[config.mk]
export PLATFORM = sky130hd
export DESIGN_NAME = scanline_layer_compositor_core
export DESIGN_NICKNAME = d
export VERILOG_FILES = /design/src/rtl/slc_pkg.sv /design/src/rtl/slc_decode.sv /design/src/rtl/slc_line_mod.sv /design/src/rtl/slc_addr.sv /design/src/rtl/scanline_layer_compositor_core.sv
export SDC_FILE = /design/constraint.sdc
export NUM_CORES = 1
export LEC_CHECK = 0
export ABC_AREA = 0
export BUFFER_PORTS_ARGS = -buffer_cell sky130_fd_sc_hd__buf_2
export CORE_ASPECT_RATIO = 0.9
export CORE_MARGIN = 2
export CORE_UTILIZATION = 30
export CTS_BUF_LIST = sky130_fd_sc_hd__clkbuf_4 sky130_fd_sc_hd__clkbuf_8
export DETAILED_ROUTE_END_ITERATION = 8
export HOLD_SLACK_MARGIN = 0.05
export PLACE_DENSITY = 0.54
export RECOVER_POWER = 100
export SETUP_SLACK_MARGIN = 0.1
export SYNTH_ARGS = -nofsm -noshare
export SYNTH_HDL_FRONTEND = slang
export SYNTH_SLANG_ARGS = --single-unit
[constraint.sdc]
create_clock -name clock -period 11.7 [get_ports clock]
set_clock_uncertainty 0.05 [all_clocks]
set_input_delay 1.755 -clock clock [delete_from_list [all_inputs] [get_ports clock]]
set_output_delay 1.755 -clock clock [all_outputs]
set_load 0.01 [all_outputs]
[src/rtl/slc_pkg.sv]
// Shared types, codes and constants of the scanline layer compositor.
// Used by every module of the compositor; depends on nothing else.
package slc_pkg;

   // Default values of the top level parameters.
   localparam int LINE_WIDTH_DEF  = 1280;
   localparam int FRAME_LINES_DEF = 800;
   localparam int SCROLL_STEP_DEF = 1;

   // Field widths.
   localparam int PIXEL_X_W  = 11;
   localparam int LINE_Y_W   = 10;
   localparam int SOURCE_W   = 3;
   localparam int ADDR_W     = 20;
   localparam int SCROLL_W   = 11;
   localparam int IMG_LINE_W = 12;
   localparam int REM_W      = 10;
   localparam int CSR_IDX_W  = 3;
   localparam int CSR_DATA_W = 12;

   // Lines up to and including this one are left alone.
   localparam int TOP_LINES = 20;

   // Source codes.
   localparam logic [SOURCE_W-1:0] SRC_NONE   = 3'd0;
   localparam logic [SOURCE_W-1:0] SRC_WALL   = 3'd1;
   localparam logic [SOURCE_W-1:0] SRC_WINDOW = 3'd2;
   localparam logic [SOURCE_W-1:0] SRC_IMAGE  = 3'd3;
   localparam logic [SOURCE_W-1:0] SRC_PREV   = 3'd4;

   // Configuration register indexes.
   localparam logic [CSR_IDX_W-1:0] REG_PANEL_X  = 3'd0;
   localparam logic [CSR_IDX_W-1:0] REG_PANEL_Y  = 3'd1;
   localparam logic [CSR_IDX_W-1:0] REG_PANEL_W  = 3'd2;
   localparam logic [CSR_IDX_W-1:0] REG_PANEL_H  = 3'd3;
   localparam logic [CSR_IDX_W-1:0] REG_WINDOW_X = 3'd4;
   localparam logic [CSR_IDX_W-1:0] REG_WINDOW_Y = 3'd5;
   localparam logic [CSR_IDX_W-1:0] REG_WINDOW_W = 3'd6;
   localparam logic [CSR_IDX_W-1:0] REG_WINDOW_H = 3'd7;

   typedef struct packed {
      logic [10:0]        panel_x;
      logic [9:0]         panel_y;
      logic signed [11:0] panel_w;
      logic [9:0]         panel_h;
      logic [10:0]        window_x;
      logic [9:0]         window_y;
      logic [10:0]        window_w;
      logic [9:0]         window_h;
   } cfg_type;

   typedef struct packed {
      logic                 cmd;
      logic [PIXEL_X_W-1:0] pixel_x;
      logic [LINE_Y_W-1:0]  line_y;
   } item_type;

   // After decode: final source and address, except for image store hits,
   // which still carry the unreduced image line and the column offset.
   typedef struct packed {
      logic [SOURCE_W-1:0]   src;
      logic [ADDR_W-1:0]     addr;
      logic [IMG_LINE_W-1:0] img_line;
      logic [PIXEL_X_W-1:0]  col;
   } dec_type;

   // After the line reduction: image line is now below the frame height.
   typedef struct packed {
      logic [SOURCE_W-1:0]  src;
      logic [ADDR_W-1:0]    addr;
      logic [REM_W-1:0]     img_row;
      logic [PIXEL_X_W-1:0] col;
   } red_type;

   typedef struct packed {
      logic [SOURCE_W-1:0] src;
      logic [ADDR_W-1:0]   addr;
   } rsp_type;

endpackage

[src/rtl/slc_decode.sv]
// Layer decode stage: window and panel hit tests, window address, image line.
// Depends on slc_pkg.
module slc_decode #(
   parameter int LINE_WIDTH = slc_pkg::LINE_WIDTH_DEF
) (
   input  slc_pkg::item_type                 item,
   input  slc_pkg::cfg_type                  cfg,
   input  logic [slc_pkg::SCROLL_W-1:0]      scroll_offset,
   input  logic                              even_field,
   output slc_pkg::dec_type                  dec
);
   import slc_pkg::*;

   logic        in_area;
   logic        win_hit;
   logic        dbl;
   logic        pan_hit;
   logic        same_field;
   logic [12:0] neg_w;
   logic [12:0] pan_w;
   logic [10:0] pan_h;
   logic [9:0]  dy_win;
   logic [10:0] dx_win;
   logic [9:0]  dy_pan;
   logic [10:0] dx_pan;
   logic [20:0] win_prod;
   logic [21:0] win_addr;
   logic [11:0] line_sum;

   assign in_area = (item.line_y > 10'(TOP_LINES)) &&
                    ({1'b0, item.pixel_x} < 12'(LINE_WIDTH));

   assign win_hit = (item.line_y >= cfg.window_y) &&
                    ({1'b0, item.line_y} < ({1'b0, cfg.window_y} + {1'b0, cfg.window_h})) &&
                    (item.pixel_x >= cfg.window_x) &&
                    ({1'b0, item.pixel_x} < ({1'b0, cfg.window_x} + {1'b0, cfg.window_w}));

   // A negative width shows its magnitude in source pixels, each twice.
   assign dbl   = cfg.panel_w[11];
   assign neg_w = 13'd0 - {cfg.panel_w[11], cfg.panel_w};
   assign pan_w = dbl ? {neg_w[11:0], 1'b0} : {1'b0, cfg.panel_w};
   assign pan_h = dbl ? {cfg.panel_h, 1'b0} : {1'b0, cfg.panel_h};

   // Right edge clipping needs no logic: the pixel is already left of it.
   assign pan_hit = (item.line_y >= cfg.panel_y) &&
                    ({2'b00, item.line_y} < ({2'b00, cfg.panel_y} + {1'b0, pan_h})) &&
                    ({1'b0, cfg.panel_x} < 12'(LINE_WIDTH)) &&
                    (item.pixel_x >= cfg.panel_x) &&
                    ({2'b00, item.pixel_x} < ({2'b00, cfg.panel_x} + pan_w));

   assign same_field = (even_field == ~item.line_y[0]);

   assign dy_win   = item.line_y - cfg.window_y;
   assign dx_win   = item.pixel_x - cfg.window_x;
   assign win_prod = {11'd0, dy_win} * {10'd0, cfg.window_w};
   assign win_addr = {1'b0, win_prod} + {11'd0, dx_win};

   assign dy_pan   = item.line_y - cfg.panel_y;
   assign dx_pan   = item.pixel_x - cfg.panel_x;
   assign line_sum = {2'b00, dy_pan} + {1'b0, scroll_offset};

   always_comb begin
      dec.src      = SRC_NONE;
      dec.addr     = '0;
      dec.img_line = dbl ? {1'b0, line_sum[11:1]} : line_sum;
      dec.col      = dbl ? {1'b0, dx_pan[10:1]} : dx_pan;
      if (!item.cmd && in_area) begin
         dec.src = SRC_WALL;
         if (win_hit) begin
            dec.src  = SRC_WINDOW;
            dec.addr = win_addr[19:0];
         end
         if (pan_hit) begin
            if (same_field) begin
               dec.src  = SRC_IMAGE;
               dec.addr = '0;
            end else begin
               dec.src  = SRC_PREV;
               dec.addr = {9'd0, item.pixel_x};
            end
         end
      end
   end

endmodule

[src/rtl/slc_line_mod.sv]
// Image line reduction modulo the frame height by restoring subtract steps.
// Depends on slc_pkg.
module slc_line_mod #(
   parameter int FRAME_LINES = slc_pkg::FRAME_LINES_DEF
) (
   input  slc_pkg::dec_type dec,
   output slc_pkg::red_type red
);
   import slc_pkg::*;

   // Largest image line is the panel line span plus the largest scroll.
   localparam int LINE_MAX = 1023 + 2 * FRAME_LINES - 1;
   localparam int STEPS    = $clog2(LINE_MAX / FRAME_LINES + 1);

   logic [12:0] rem_v;

   always_comb begin
      rem_v = {1'b0, dec.img_line};
      for (int k = STEPS - 1; k >= 0; k--) begin
         if (rem_v >= 13'(FRAME_LINES << k)) begin
            rem_v = rem_v - 13'(FRAME_LINES << k);
         end
      end
      red.src     = dec.src;
      red.addr    = dec.addr;
      red.img_row = rem_v[REM_W-1:0];
      red.col     = dec.col;
   end

endmodule

[src/rtl/slc_addr.sv]
// Image store address stage: row times line width plus column.
// Depends on slc_pkg.
module slc_addr #(
   parameter int LINE_WIDTH = slc_pkg::LINE_WIDTH_DEF
) (
   input  slc_pkg::red_type red,
   output slc_pkg::rsp_type rsp
);
   import slc_pkg::*;

   localparam logic [11:0] LW_C = 12'(LINE_WIDTH);

   logic [21:0] img_addr;

   assign img_addr = {12'd0, red.img_row} * {10'd0, LW_C} + {11'd0, red.col};

   always_comb begin
      rsp.src  = red.src;
      rsp.addr = (red.src == SRC_IMAGE) ? img_addr[19:0] : red.addr;
   end

endmodule

[src/rtl/scanline_layer_compositor_core.sv]
// Scanline layer compositor: an accepted request beat moves through the input, decode and
// line reduction registers into the output register, from which its response is presented.
// Throughput is one beat per cycle through a four-register pipeline (input, decode,
// line reduction, output); only a withheld rsp_tready stalls it, once all four are full.
// Reset is synchronous, active high: it empties the pipeline, loads the
// configuration defaults, clears the scroll offset and selects the even field.
module scanline_layer_compositor_core #(
   parameter int LINE_WIDTH  = slc_pkg::LINE_WIDTH_DEF,
   parameter int FRAME_LINES = slc_pkg::FRAME_LINES_DEF,
   parameter int SCROLL_STEP = slc_pkg::SCROLL_STEP_DEF
) (
   input  logic                                clock,
   input  logic                                reset,
   // Request channel.
   input  logic                                req_tvalid,
   output logic                                req_tready,
   input  logic [23:0]                         req_tdata,  // pixel_x[10:0], line_y[20:11]
   input  logic [0:0]                          req_tuser,  // cmd[0]
   // Response channel.
   output logic                                rsp_tvalid,
   input  logic                                rsp_tready,
   output logic [23:0]                         rsp_tdata,  // read_address[19:0]
   output logic [slc_pkg::SOURCE_W-1:0]        rsp_tuser,  // source[2:0]
   // Configuration write channel.
   input  logic                                csr_valid,
   output logic                                csr_ready,
   input  logic [slc_pkg::CSR_IDX_W-1:0]       csr_index,
   input  logic [slc_pkg::CSR_DATA_W-1:0]      csr_data
);
   import slc_pkg::*;

   // Configuration registers and frame state.
   cfg_type             cfg_ff, cfg_in;
   logic [SCROLL_W-1:0] scroll_ff, scroll_in;
   logic                even_ff, even_in;
   logic [11:0]         scroll_sum;

   // Pipeline valid bits and payloads.
   logic     v0_ff, v0_in, v1_ff, v1_in, v2_ff, v2_in, v3_ff, v3_in;
   item_type s0_ff, s0_in;
   dec_type  s1_ff, s1_in;
   red_type  s2_ff, s2_in;
   rsp_type  s3_ff, s3_in;

   dec_type  dec_out;
   red_type  red_out;
   rsp_type  adr_out;

   logic rdy0, rdy1, rdy2, rdy3;
   logic tick_go;

   // Each stage takes a new beat when it is empty or its contents move on,
   // so a waiting response never stops earlier stages that have room.
   assign rdy3 = !v3_ff || rsp_tready;
   assign rdy2 = !v2_ff || rdy3;
   assign rdy1 = !v1_ff || rdy2;
   assign rdy0 = !v0_ff || rdy1;

   assign req_tready = rdy0;
   assign csr_ready  = 1'b1;
   assign rsp_tvalid = v3_ff;
   assign rsp_tuser  = s3_ff.src;
   assign rsp_tdata  = {4'd0, s3_ff.addr};

   // The frame state is read by the decode stage, so a frame tick takes effect
   // as it leaves the input register; beats ahead of it see the old state.
   assign tick_go = v0_ff && rdy1 && s0_ff.cmd;

   slc_decode #(
      .LINE_WIDTH (LINE_WIDTH)
   ) u_decode (
      .item          (s0_ff),
      .cfg           (cfg_ff),
      .scroll_offset (scroll_ff),
      .even_field    (even_ff),
      .dec           (dec_out)
   );

   slc_line_mod #(
      .FRAME_LINES (FRAME_LINES)
   ) u_line_mod (
      .dec (s1_ff),
      .red (red_out)
   );

   slc_addr #(
      .LINE_WIDTH (LINE_WIDTH)
   ) u_addr (
      .red (s2_ff),
      .rsp (adr_out)
   );

   // Scroll advances modulo twice the frame height; the step must be smaller than
   // that, which the block itself does not enforce, so one conditional subtract is enough.
   assign scroll_sum = {1'b0, scroll_ff} + 12'(SCROLL_STEP);

   always_comb begin
      scroll_in = scroll_ff;
      even_in   = even_ff;
      if (tick_go) begin
         even_in = !even_ff;
         if (scroll_sum >= 12'(2 * FRAME_LINES)) begin
            scroll_in = 11'(scroll_sum - 12'(2 * FRAME_LINES));
         end else begin
            scroll_in = scroll_sum[SCROLL_W-1:0];
         end
      end
   end

   // Configuration writes; only the low bits of the data are kept, but the panel width takes all 12.
   always_comb begin
      cfg_in = cfg_ff;
      if (csr_valid) begin
         case (csr_index)
            REG_PANEL_X:  cfg_in.panel_x  = csr_data[10:0];
            REG_PANEL_Y:  cfg_in.panel_y  = csr_data[9:0];
            REG_PANEL_W:  cfg_in.panel_w  = csr_data;
            REG_PANEL_H:  cfg_in.panel_h  = csr_data[9:0];
            REG_WINDOW_X: cfg_in.window_x = csr_data[10:0];
            REG_WINDOW_Y: cfg_in.window_y = csr_data[9:0];
            REG_WINDOW_W: cfg_in.window_w = csr_data[10:0];
            REG_WINDOW_H: cfg_in.window_h = csr_data[9:0];
            default: begin
            end
         endcase
      end
   end

   // Pipeline advance.
   always_comb begin
      v0_in = v0_ff;
      v1_in = v1_ff;
      v2_in = v2_ff;
      v3_in = v3_ff;
      s0_in = s0_ff;
      s1_in = s1_ff;
      s2_in = s2_ff;
      s3_in = s3_ff;
      if (rdy0) begin
         v0_in         = req_tvalid;
         s0_in.cmd     = req_tuser[0];
         s0_in.pixel_x = req_tdata[10:0];
         s0_in.line_y  = req_tdata[20:11];
      end
      if (rdy1) begin
         v1_in = v0_ff;
         s1_in = dec_out;
      end
      if (rdy2) begin
         v2_in = v1_ff;
         s2_in = red_out;
      end
      if (rdy3) begin
         v3_in = v2_ff;
         s3_in = adr_out;
      end
   end

   always_ff @(posedge clock) begin
      if (reset) begin
         v0_ff            <= 1'b0;
         v1_ff            <= 1'b0;
         v2_ff            <= 1'b0;
         v3_ff            <= 1'b0;
         scroll_ff        <= '0;
         even_ff          <= 1'b1;
         cfg_ff.panel_x   <= 11'd900;
         cfg_ff.panel_y   <= 10'd0;
         cfg_ff.panel_w   <= 12'sd200;
         cfg_ff.panel_h   <= 10'd800;
         cfg_ff.window_x  <= 11'd0;
         cfg_ff.window_y  <= 10'd0;
         cfg_ff.window_w  <= 11'd0;
         cfg_ff.window_h  <= 10'd0;
      end else begin
         v0_ff     <= v0_in;
         v1_ff     <= v1_in;
         v2_ff     <= v2_in;
         v3_ff     <= v3_in;
         scroll_ff <= scroll_in;
         even_ff   <= even_in;
         cfg_ff    <= cfg_in;
      end
   end

   always_ff @(posedge clock) begin
      s0_ff <= s0_in;
      s1_ff <= s1_in;
      s2_ff <= s2_in;
      s3_ff <= s3_in;
   end

`ifndef SYNTHESIS
   // The scroll offset stays inside twice the frame height.
   a_scroll_range: assert property (@(posedge clock) disable iff (reset)
      {1'b0, scroll_ff} < 12'(2 * FRAME_LINES))
      else $error("scroll offset out of range");

   // A frame tick leaving the input register flips the field.
   a_field_toggle: assert property (@(posedge clock) disable iff (reset)
      tick_go |=> (even_ff != $past(even_ff)))
      else $error("frame tick did not toggle the field");

   // Untouched and wallpaper responses carry a zero address.
   a_zero_addr: assert property (@(posedge clock) disable iff (reset)
      (rsp_tvalid && (rsp_tuser == SRC_NONE || rsp_tuser == SRC_WALL)) |-> (rsp_tdata == '0))
      else $error("nonzero address for untouched or wallpaper pixel");

   // Previous line reads stay inside one line.
   a_prev_addr: assert property (@(posedge clock) disable iff (reset)
      (rsp_tvalid && rsp_tuser == SRC_PREV) |-> (rsp_tdata < 24'(LINE_WIDTH)))
      else $error("previous line address beyond the line");

   // Only defined source codes reach the response.
   a_src_code: assert property (@(posedge clock) disable iff (reset)
      rsp_tvalid |-> (rsp_tuser <= SRC_PREV))
      else $error("undefined source code");
`endif

endmodule
==> metrics.md, run 1 <==
| Metric | Value |
|---|---|
| Warnings from Yosys | 0 |
| Setup violators final | 0 |
| Failing checks | capacitance limit, slew limit |
| Drt pass-1 iters | 5 |
| Layout cells sized above 1 | 6.42% |
| Critical Path Slowest Stage Cell | xnor2_1 |
| IO Count | 75 |
| Gate power share | 26.0% |
| Worst slew margin | -202% |
| H-tree levels | 2 |
| DR DRC count | 0 |
| Post-layout instance area | 21100 um2 |
| Async set-reset flop share out of synthesis | 0% |
| Max-slew violations | 263 |
| Fraction of synthesized cell area taken by the top area cell type | 21.0% |
| Register area share after synthesis | 31.5% |
| Antenna violations before repair | 0 |
| Avg Cell Area, Syn | 9.12 um2 |
| Peak Freq | 123 MHz |
| Min Tclk post-route | 8150 ps |
| PD cells | 110 nW/um2 |
| Crit start category | flop |
| Tcrit/Tclk final | 69.7% |
| Net Sw Frac | 32.4% |
| CTS Sinks | 236 |
| Chip width | 271 um |
| Routed via count | 14800 |
| CTS Buf Count | 41 |
| Vias per cell | 4.88 |
| Peak VDD IR | 78.3 uV |
| Cell Area, Synth | 19300 um2 |
| Post-CTS Hold Buffers | 0 |
| Initial Utilization | 30.2% |
| CTS tree | built |
| Setup TNS | 0 ps |
| Routed Antenna Nets | 0 |
| Outcome | complete, but fails checks |
| Final GP Congestion | 0.854 |
| Top_reg_cell synth | edfxtp_1 |
| Top area cells in the synthesized netlist | edfxtp_1 21%, ha_1 14%, dfxtp_1 10% |
| First-pass GRT wire length | 79100 um |
| Max capacitance violation total | 5 |
| DP Area | 20400 um2 |
| Detailed Place HPWL | 38400 um |
| Slew @ Worst Pin | 4530 ps |
| Worst path buffer plus inverter count | 4 |
| Crit path capture type | flop |
| EDFF count, synth | 135 |
| Worst Setup Path Type | reg2reg |
| Die footprint | 66300 um2 |
| Worst min-delay path category | reg2reg |
| Pin count of the biggest net entering global routing | 105 |
| WL/cell | 16.5 um |
| Total congestion overflow | 0 |
| Post-Synthesis Cells | 2113 |
| Final hold violations | 0 |
| Sw Pwr | 0.000755 W |
| Post-synth top area cell | edfxtp_1 |
| CTS Root Cell | clkbuf_8 |
| CP arrival | 8490 ps |
| RSZ-0062 raised after global routing | false |
| Flops & latches, synth | 236 |
| Sequential share of power | 41.7% |
| Unique masters post-synth | 74 |
| DR iter-0 viols | 1153 |
| Slowest Stage Delay on Critical Path | 930 ps |
| Row count | 88 |
| Worst-path fanout max | 11 |
| Vias in the first global route | 14400 |
| Final nets | 2502 |
| Clock Latency Late Sink | 570 ps |
| Post-CTS Setup Bufs | 0 |
| Worst Path Required | 12030 ps |
| Clk buf depth | 3 |
| Int Power | 0.00157 W |
| Top cell by count, worst path | fa_1 |
| P&R area growth vs syn | 9.53% |
| Final Routed Wirelength | 50200 um |
| Post-CTS sizing | 0 |
| Clk slew on worst S/H paths | 60 ps |
| All-Layer GR Usage | 15.0% |
| Static leakage | 8.73 nW |
| CORE AREA | 63900 um2 |
| PortBufs | 66 |
| Clock power frac | 32.3% |
| Die Ht | 244 um |
| Crit path max-delay family | adder cells |
power by group through the flow:
stage               combinational [W]  clock, W  sequential [W]
floorplan                    0.000455         0        0.000968
detailed placement           0.000608         0        0.000989
global placement             0.000596         0        0.000988
finish                       0.000604  0.000754        0.000971
global route                 0.000679  0.000815        0.000977
CTS                          0.000613  0.000773        0.000972
area by class of cell:
type                            count  area [um2]
Timing Repair Buffer               71         313
Antenna cell                        1        2.50
Clock buffer                       57         691
Clock inverter                     16         118
Multi-Input combinational cell   1583       12000
Inverter                          219         822
Fill cell                        6671       42700
Tap cell                          855        1070
Sequential cell                   236        6080
metrics by stage:
| step | power, W | instances | utilization, % | hold slack (ps) | worst slack [ps] |
|---|---|---|---|---|---|
| 2_1_floorplan | 0.00142 | 2116 | - | 350 | 5030 |
| 3_5_place_dp | 0.00160 | 2964 | 31.9 | 355 | 3640 |
| 6_report | 0.00233 | 3038 | 33.1 | 367 | 3550 |
| 4_1_cts | 0.00236 | 3037 | 33.2 | 369 | 3620 |
| 5_1_grt | 0.00247 | 3037 | 33.1 | 370 | 3090 |
| 3_3_place_gp | 0.00158 | 2964 | 31.9 | 355 | 3720 |
registers in the layout (all words and copies together) (netlist names):
register and flops:
rsp_tuser 3, rsp_tdata 20, v1_ff 1, v0_ff 1
even_ff 1, rsp_tvalid 1, s2_ff 44, cfg_ff 85
v2_ff 1, s0_ff 22, scroll_ff 11, s1_ff 46
worst register-to-register path, stage by stage, from the launching register on:
cell      delay, ps
edfxtp_1        540
inv_1           130
ha_1            230
fa_1            420
nand2b_1        180
a21oi_1         270
o21a_1          150
nor2_1           40
xnor2_1         930
nand2_1         200
fa_1            580
inv_1            50
fa_1            480
fa_1            540
fa_1            560
inv_1            60
fa_1            530
inv_1            40
ha_1            340
and2_0          200
nor2b_1         170
a22oi_1         130
a31oi_1         330
mux2_2          400
a22o_1          180
a211oi_1        240
final timing paths:
path | startpoint | end | slack (ps) | cells after the start
worst max-delay path | s0_ff[0]$_DFFE_PP_ | s1_ff[42]$_SDFFCE_PP0P_ | 3550 | 25
worst min-delay path | s1_ff[4]$_DFFE_PP_ | s2_ff[4]$_DFFE_PP_ | 370 | 0
worst max register to register | s0_ff[0]$_DFFE_PP_ | s1_ff[42]$_SDFFCE_PP0P_ | 3550 | 25
worst min register to register | s1_ff[4]$_DFFE_PP_ | s2_ff[4]$_DFFE_PP_ | 370 | 0
per-layer routing:
metal / vias up / part of all wire (%) / GRT usage, %
li1: 7345 / - / -
met1: 7036 / 53 / 23.0
met2: 383 / 41 / 22.2
met3: 56 / 5.2 / 2.20
met4: 0 / 1.2 / 2.60
met5: - / 0 / 0
synthesized netlist by cell type, drive strengths merged, types with 28 or more instances:
cell / n
fa: 91
xor2: 52
mux2: 32
ha: 214
xnor2: 70
a21o: 31
mux2i: 28
a21oi: 150
dfxtp: 101
nand2: 316
nor2: 97
clkbuf: 69
o21ai: 76
and2: 55
nor2b: 36
edfxtp: 135
inv: 219
nand2b: 37
nor3: 43
layout by cell type (no fill, tap or decap), drive strengths merged, types with 32 or more instances in the layout:
cell    synthesis  layout
nand2b         37      37
nand2         316     316
xnor2          70      70
and2           55      55
a21oi         150     150
ha            214     214
mux2           32      32
clkbuf         69      97
fa             91      91
edfxtp        135     135
nor2           97      97
nor3           43      43
xor2           52      52
o21ai          76      76
dfxtp         101     101
inv           219     221
nor2b          36      36
logic make-up after synthesis:
group	share of synthesized area, %
flops	31.5
mux	3.32
compound gates	13.4
simple gates	16.8
fa+ha+maj	23.3
other cells	0.0390
xor+xnor	5.54
buf+inv	6.02
Power figures use the tool's default switching activity.
==> inputs of run 2 (changes only) <==
- PLACE_DENSITY: 0.54 -> 0.55
- clock period: 11.7 -> 7.1 ns (I/O delays scaled with it)
==> run 2 against run 1 <==
Against the previous run: the flow still finishes with violations (capacitance limit, slew limit); global-route usage rose by 0.24 points; total power rose by 77%; final cell count rose by 1.5%; routed wire length rose by 1.4%; sequential share of layout area fell by 0.93 points; largest cell class unchanged; clock power rose by 92%; combinational power rose by 77%; final area rose by 3.4%; clock-buffer cell count fell by 1; first-iteration DRC count fell by 5.8%.
==> metrics.md, run 2 (synthesized netlist as in run 1, its figures left out) <==
| Metric | Value |
|---|---|
| Worst min-delay path category | reg2reg (unchanged) |
| Slowest Stage Delay on Critical Path | 540 ps (was 930 ps) |
| DR iter-0 viols | 1086 (was 1153) |
| H-tree levels | 2 (unchanged) |
| Highest Signal Layer | met4 (unchanged) |
| Most common cell after layout, fill and taps aside | nand2_1 (unchanged) |
| Vias per cell | 4.88 (about the same) |
| Detailed Place HPWL | 38900 um (was 38400 um) |
| Chip width | 271 um (unchanged) |
| Crit start category | flop (unchanged) |
| Routed Antenna Nets | 0 (unchanged) |
| Routed via count | 15100 (was 14800) |
| Final nets | 2545 (was 2502) |
| CTS Sinks | 236 (unchanged) |
| Slew @ Worst Pin | 4210 ps (was 4530 ps) |
| Initial Utilization | 30.2% (unchanged) |
| CTS Buf Count | 43 (was 41) |
| Peak Freq | 148 MHz (was 123 MHz) |
| Peak VDD IR | 152 uV (was 78.3 uV) |
| Antenna violations before repair | 0 (unchanged) |
| Top cell by count, worst path | fa_1 (unchanged) |
| Clk buf depth | 3 (unchanged) |
| Critical Path Slowest Stage Cell | fa_1 (was xnor2_1) |
| PD cells | 188 nW/um2 (was 110 nW/um2) |
| Regs by FF count | cfg_ff x85, s1_ff x46, s2_ff x44 (unchanged) |
| Total congestion overflow | 0 (unchanged) |
| CTS tree | built (unchanged) |
| Worst Setup SP | s0_ff[0]$_DFFE_PP_ (unchanged) |
| Hold path start | s1_ff[5]$_DFFE_PP_ (was s1_ff[4]$_DFFE_PP_) |
| Max FFs per register | 85 (unchanged) |
| Clock Latency Late Sink | 590 ps (was 570 ps) |
| RSZ-0062 raised after global routing | false (unchanged) |
| WL met1 | 26800 um (was 26400 um) |
| Worst Setup Path Type | reg2reg (unchanged) |
| Row count | 88 (unchanged) |
| All-Layer GR Usage | 15.2% (was 15.0%) |
| Final Routed Wirelength | 50900 um (was 50200 um) |
| Die footprint | 66300 um2 (unchanged) |
| IO Count | 75 (unchanged) |
| Crit path capture type | flop (unchanged) |
| CTS Root Cell | clkbuf_8 (unchanged) |
| Drt pass-1 iters | 7 (was 5) |
| RR Startpoint | s0_ff[0]$_DFFE_PP_ (unchanged) |
| Outcome | complete, but fails checks (unchanged) |
| Vias in the first global route | 14900 (was 14400) |
| WL met2 | 21000 um (was 20500 um) |
| DR DRC count | 0 (unchanged) |
| Clk slew on worst S/H paths | 60 ps (about the same) |
| Max capacitance violation total | 4 (was 5) |
| Reg with most FFs | cfg_ff (unchanged) |
| ANT cells | 0 (was 1) |
| Min Tclk post-route | 6750 ps (was 8150 ps) |
| Final GP Congestion | 0.886 (was 0.854) |
| Static leakage | 9.03 nW (was 8.73 nW) |
| Fillers | 6549 (was 6671) |
| P&R area growth vs syn | 13.2% (was 9.53%) |
| Worst slew margin | -181% (was -202%) |
| Max-slew violations | 213 (was 263) |
| WHS | 343 ps (was 367 ps) |
| First-pass GRT wire length | 80800 um (was 79100 um) |
| Failing checks | capacitance limit, slew limit (unchanged) |
| Total power | 0.00411 W (was 0.00233 W) |
| CP arrival | 7080 ps (was 8490 ps) |
| Post-CTS Hold Buffers | 0 (unchanged) |
| Tcrit/Tclk final | 95.1% (was 69.7%) |
| WL/cell | 16.5 um (about the same) |
| Layout cells sized above 1 | 9.91% (was 6.42%) |
| Die Ht | 244 um (unchanged) |
| WL met3 | 2310 um (was 2620 um) |
| PortBufs | 66 (unchanged) |
| Final hold violations | 0 (unchanged) |
| Commonest cells after routing, fill and taps aside | 316 x nand2_1, 218 x inv_1, 208 x ha_1 (was 316 x nand2_1, 219 x inv_1, 214 x ha_1) |
| CORE AREA | 63900 um2 (unchanged) |
| Worst Path Required | 7430 ps (was 12030 ps) |
| Worst-path fanout max | 5 (was 11) |
| Pin count of the biggest net entering global routing | 95 (was 105) |
| Setup violators final | 0 (unchanged) |
==> run 2: metrics by stage <==
step	instances	instance area, um2	worst slack (ps)	TNS, ps	util [%]
6_report	3085	21800	350	0	34.2
5_1_grt	3085	21800	62.5	0	34.2
4_1_cts	3078	21700	100	0	33.9
3_3_place_gp	2998	20700	-76.2	-107	32.3
3_5_place_dp	2998	20700	-118	-146	32.3
2_1_floorplan	2116	19300	426	0	-
==> run 2: metal layers <==
| layer | vias up | track usage [%] |
|---|---|---|
| met1 | 7227 | 23.2 |
| met2 | 348 | 22.9 |
| met3 | 50 | 1.93 |
| met4 | 0 | 2.78 |
| li1 | 7438 | - |
| met5 | - | 0 |
==> run 2: worst paths after layout <==
kind | cells past startpoint | slack, ps | to
setup / recovery | 27 | 350 | s1_ff[38]$_SDFFCE_PP0P_
hold / removal | 0 | 340 | s2_ff[5]$_DFFE_PP_
setup reg to reg | 27 | 350 | s1_ff[38]$_SDFFCE_PP0P_
hold reg to reg | 0 | 340 | s2_ff[5]$_DFFE_PP_
==> run 2: final cells by class <==
class,count,area [um2],share of cell area [%]
clock inverter,24,270,1.24
sequential,236,6080,27.8
multi-input combinational,1583,12200,56.1
tap,855,1070,4.90
inverter,219,822,3.77
timing repair buffer,112,628,2.88
clock buffer,56,708,3.25
==> run 2: power breakdown <==
group | internal (W) | switching, W | total (W) | leakage (nW)
combinational | 0.000435 | 0.000635 | 0.00107 | 6.16
sequential | 0.00153 | 0.0000619 | 0.00159 | 2.36
clock | 0.000847 | 0.000604 | 0.00145 | 0.509
==> run 2: worst max-delay path: cells and delay by family (launching register included) <==
kind            cells  cell delay (ps)
flops               1              350
fa+ha+maj           8             3210
compound gates      6             1060
simple gates        5              940
xor+xnor            1              310
buf+inv             7              620
==> run 2: timing repair <==
action,in CTS,in global routing
setup endpoints to repair,4,8
gates cloned,0,0
pin swaps,1,21
gates resized for setup,8,42
buffers inserted,0,7
==> inputs of run 3 (changes only) <==
==> constraint.sdc (replaced) <==
create_clock -name clock -period 7.1 [get_ports clock]
set_clock_uncertainty 0.05 [all_clocks]
set_input_delay 1.42 -clock clock [delete_from_list [all_inputs] [get_ports clock]]
set_output_delay 1.42 -clock clock [all_outputs]
set_load 0.01 [all_outputs]
==> run 3 against run 2 <==
Against the previous run: the run still ends with capacitance limit, slew limit left; flip-flop and latch count did not move; non-clock buffer count is 6 higher; critical path depth is the same; register-to-register slack got worse by 40 ps; utilization decreased by 0.17 points; critical path type unchanged; largest power group unchanged; highest routed layer unchanged.
==> metrics.md, run 3 (synthesized netlist as in run 1, its figures left out) <==
| Metric | Value |
|---|---|
| Outcome | complete, but fails checks (unchanged) |
| Failing checks | capacitance limit, slew limit (unchanged) |
| Crit path max-delay family | adder cells (unchanged) |
| Vias in the first global route | 15000 (was 14900) |
| Total power | 0.00397 W (was 0.00411 W) |
| Regs by FF count | cfg_ff x85, s1_ff x46, s2_ff x44 (unchanged) |
| Tcrit/Tclk final | 95.7% (was 95.1%) |
| Row count | 88 (unchanged) |
| Static leakage | 9.00 nW (was 9.03 nW) |
| RR Startpoint | s0_ff[0]$_DFFE_PP_ (unchanged) |
| Final nets | 2549 (was 2545) |
| CTS Buf Count | 41 (was 43) |
| First-pass GRT wire length | 80300 um (was 80800 um) |
| CTS Sinks | 236 (unchanged) |
| Clk buf depth | 3 (unchanged) |
| Final Core Density | 34.0% (was 34.2%) |
| Most common cell after layout, fill and taps aside | nand2_1 (unchanged) |
| Routed via count | 15000 (was 15100) |
| Worst-path fanout max | 7 (was 5) |
| Worst path buffer plus inverter count | 6 (was 7) |
| Critical Path Slowest Stage Cell | fa_1 (unchanged) |
| Post-CTS Hold Buffers | 0 (unchanged) |
| Chip width | 271 um (unchanged) |
| WHS | 356 ps (was 343 ps) |
| Max-slew violations | 222 (was 213) |
| Reg-to-reg endpoint | s1_ff[42]$_SDFFCE_PP0P_ (was s1_ff[38]$_SDFFCE_PP0P_) |
| Die Ht | 244 um (unchanged) |
| CORE AREA | 63900 um2 (unchanged) |
| Worst Setup Path Type | reg2reg (unchanged) |
| Setup violators final | 0 (unchanged) |
| ANT cells | 0 (unchanged) |
| Hold depth | 0 (unchanged) |
| Die footprint | 66300 um2 (unchanged) |
| Worst slew margin | -216% (was -181%) |
| Reg with most FFs | cfg_ff (unchanged) |
| RSZ-0062 raised after global routing | true (was false) |
| Drt pass-1 iters | 5 (was 7) |
| R2R depth | 27 (unchanged) |
| Layout cells sized above 1 | 9.96% (was 9.91%) |
| P&R area growth vs syn | 12.6% (was 13.2%) |
| Crit start category | flop (unchanged) |
| Min Tclk post-route | 6790 ps (was 6750 ps) |
| Max capacitance violation total | 4 (unchanged) |
| Pin count of the biggest net entering global routing | 104 (was 95) |
| Slew @ Worst Pin | 4740 ps (was 4210 ps) |
| Clock Latency Late Sink | 600 ps (was 590 ps) |
| Routed Antenna Nets | 0 (unchanged) |
| CTS Root Cell | clkbuf_8 (unchanged) |
| CTS tree | built (unchanged) |
| Worst Path Required | 7430 ps (about the same) |
| Clk slew on worst S/H paths | 70 ps (was 60 ps) |
| Peak VDD IR | 104 uV (was 152 uV) |
| Antenna violations before repair | 0 (unchanged) |
| Vias per cell | 4.86 (was 4.88) |
| PortBufs | 66 (unchanged) |
| Hold Path Sink | s2_ff[5]$_DFFE_PP_ (unchanged) |
| Slowest Stage Delay on Critical Path | 550 ps (was 540 ps) |
| DR iter-0 viols | 1093 (was 1086) |
| Max FFs per register | 85 (unchanged) |
| Worst min-delay path category | reg2reg (unchanged) |
| Peak Freq | 147 MHz (was 148 MHz) |
| Final hold violations | 0 (unchanged) |
| All-Layer GR Usage | 15.2% (about the same) |
| Final WS setup | 305 ps (was 350 ps) |
| Initial Utilization | 30.2% (unchanged) |
| PD cells | 183 nW/um2 (was 188 nW/um2) |
| Detailed Place HPWL | 39000 um (was 38900 um) |
| Final Routed Wirelength | 50700 um (was 50900 um) |
| Final GP Congestion | 0.876 (was 0.886) |
| Crit path capture type | flop (unchanged) |
| Hold path start | s1_ff[5]$_DFFE_PP_ (unchanged) |
| CP arrival | 7130 ps (was 7080 ps) |
| IO Count | 75 (unchanged) |
| DR DRC count | 0 (unchanged) |
| R2r setup slk | 310 ps (was 350 ps) |
| Commonest cells after routing, fill and taps aside | 316 x nand2_1, 218 x inv_1, 208 x ha_1 (unchanged) |
| Dpl ws | -72.3 ps (was -118 ps) |
| H-tree levels | 2 (unchanged) |
| Total congestion overflow | 0 (unchanged) |
| WL/cell | 16.4 um (was 16.5 um) |
## run 3: how the worst max path moves through the flow
stage	from	to	slack, ps	depth (start not counted)
2_1_floorplan	s0_ff[0]$_DFFE_PP_	s1_ff[42]$_SDFFCE_PP0P_	430	27
3_3_place_gp	s0_ff[0]$_DFFE_PP_	s1_ff[42]$_SDFFCE_PP0P_	-90	24
3_5_place_dp	s0_ff[0]$_DFFE_PP_	s1_ff[38]$_SDFFCE_PP0P_	-70	24
4_1_cts	s0_ff[0]$_DFFE_PP_	s1_ff[42]$_SDFFCE_PP0P_	110	27
5_1_grt	s0_ff[0]$_DFFE_PP_	s1_ff[42]$_SDFFCE_PP0P_	50	26
6_report	s0_ff[0]$_DFFE_PP_	s1_ff[42]$_SDFFCE_PP0P_	310	27
## run 3: repair_timing
item	4_1_cts	5_1_grt
gates resized for setup	5	39
pin swaps	6	15
setup buffers	1	5
endpoints found under the setup margin	5	8
## run 3: where the power goes
group	switching, W	internal (W)	total (W)	leakage, nW
registers	0.0000619	0.00153	0.00159	2.36
clock network	0.000594	0.000721	0.00131	0.450
logic	0.000635	0.000431	0.00107	6.19
## run 3: layer usage
layer,track usage [%],up-vias,part of all wire (%)
met5,0,-,0
met4,3.07,0,1.5
met3,2.93,56,6.0
met2,22.6,364,41
met1,22.7,7130,51
li1,-,7437,-
## run 3: final cells by class
| class | instances | area [um2] |
|---|---|---|
| sequential | 236 | 6080 |
| multi-input combinational | 1583 | 12200 |
| fill | 6616 | 42100 |
| inverter | 219 | 822 |
| tap | 855 | 1070 |
| clock buffer | 55 | 701 |
| clock inverter | 18 | 149 |
| timing repair buffer | 118 | 658 |
## run 3: through the flow
step	instances	setup TNS [ps]	cell area (um2)
floorplan	2116	0	19300
global placement	3005	-99.7	20700
detailed placement	3005	-132	20700
CTS	3079	0	21600
global route	3084	0	21700
finish	3084	0	21700
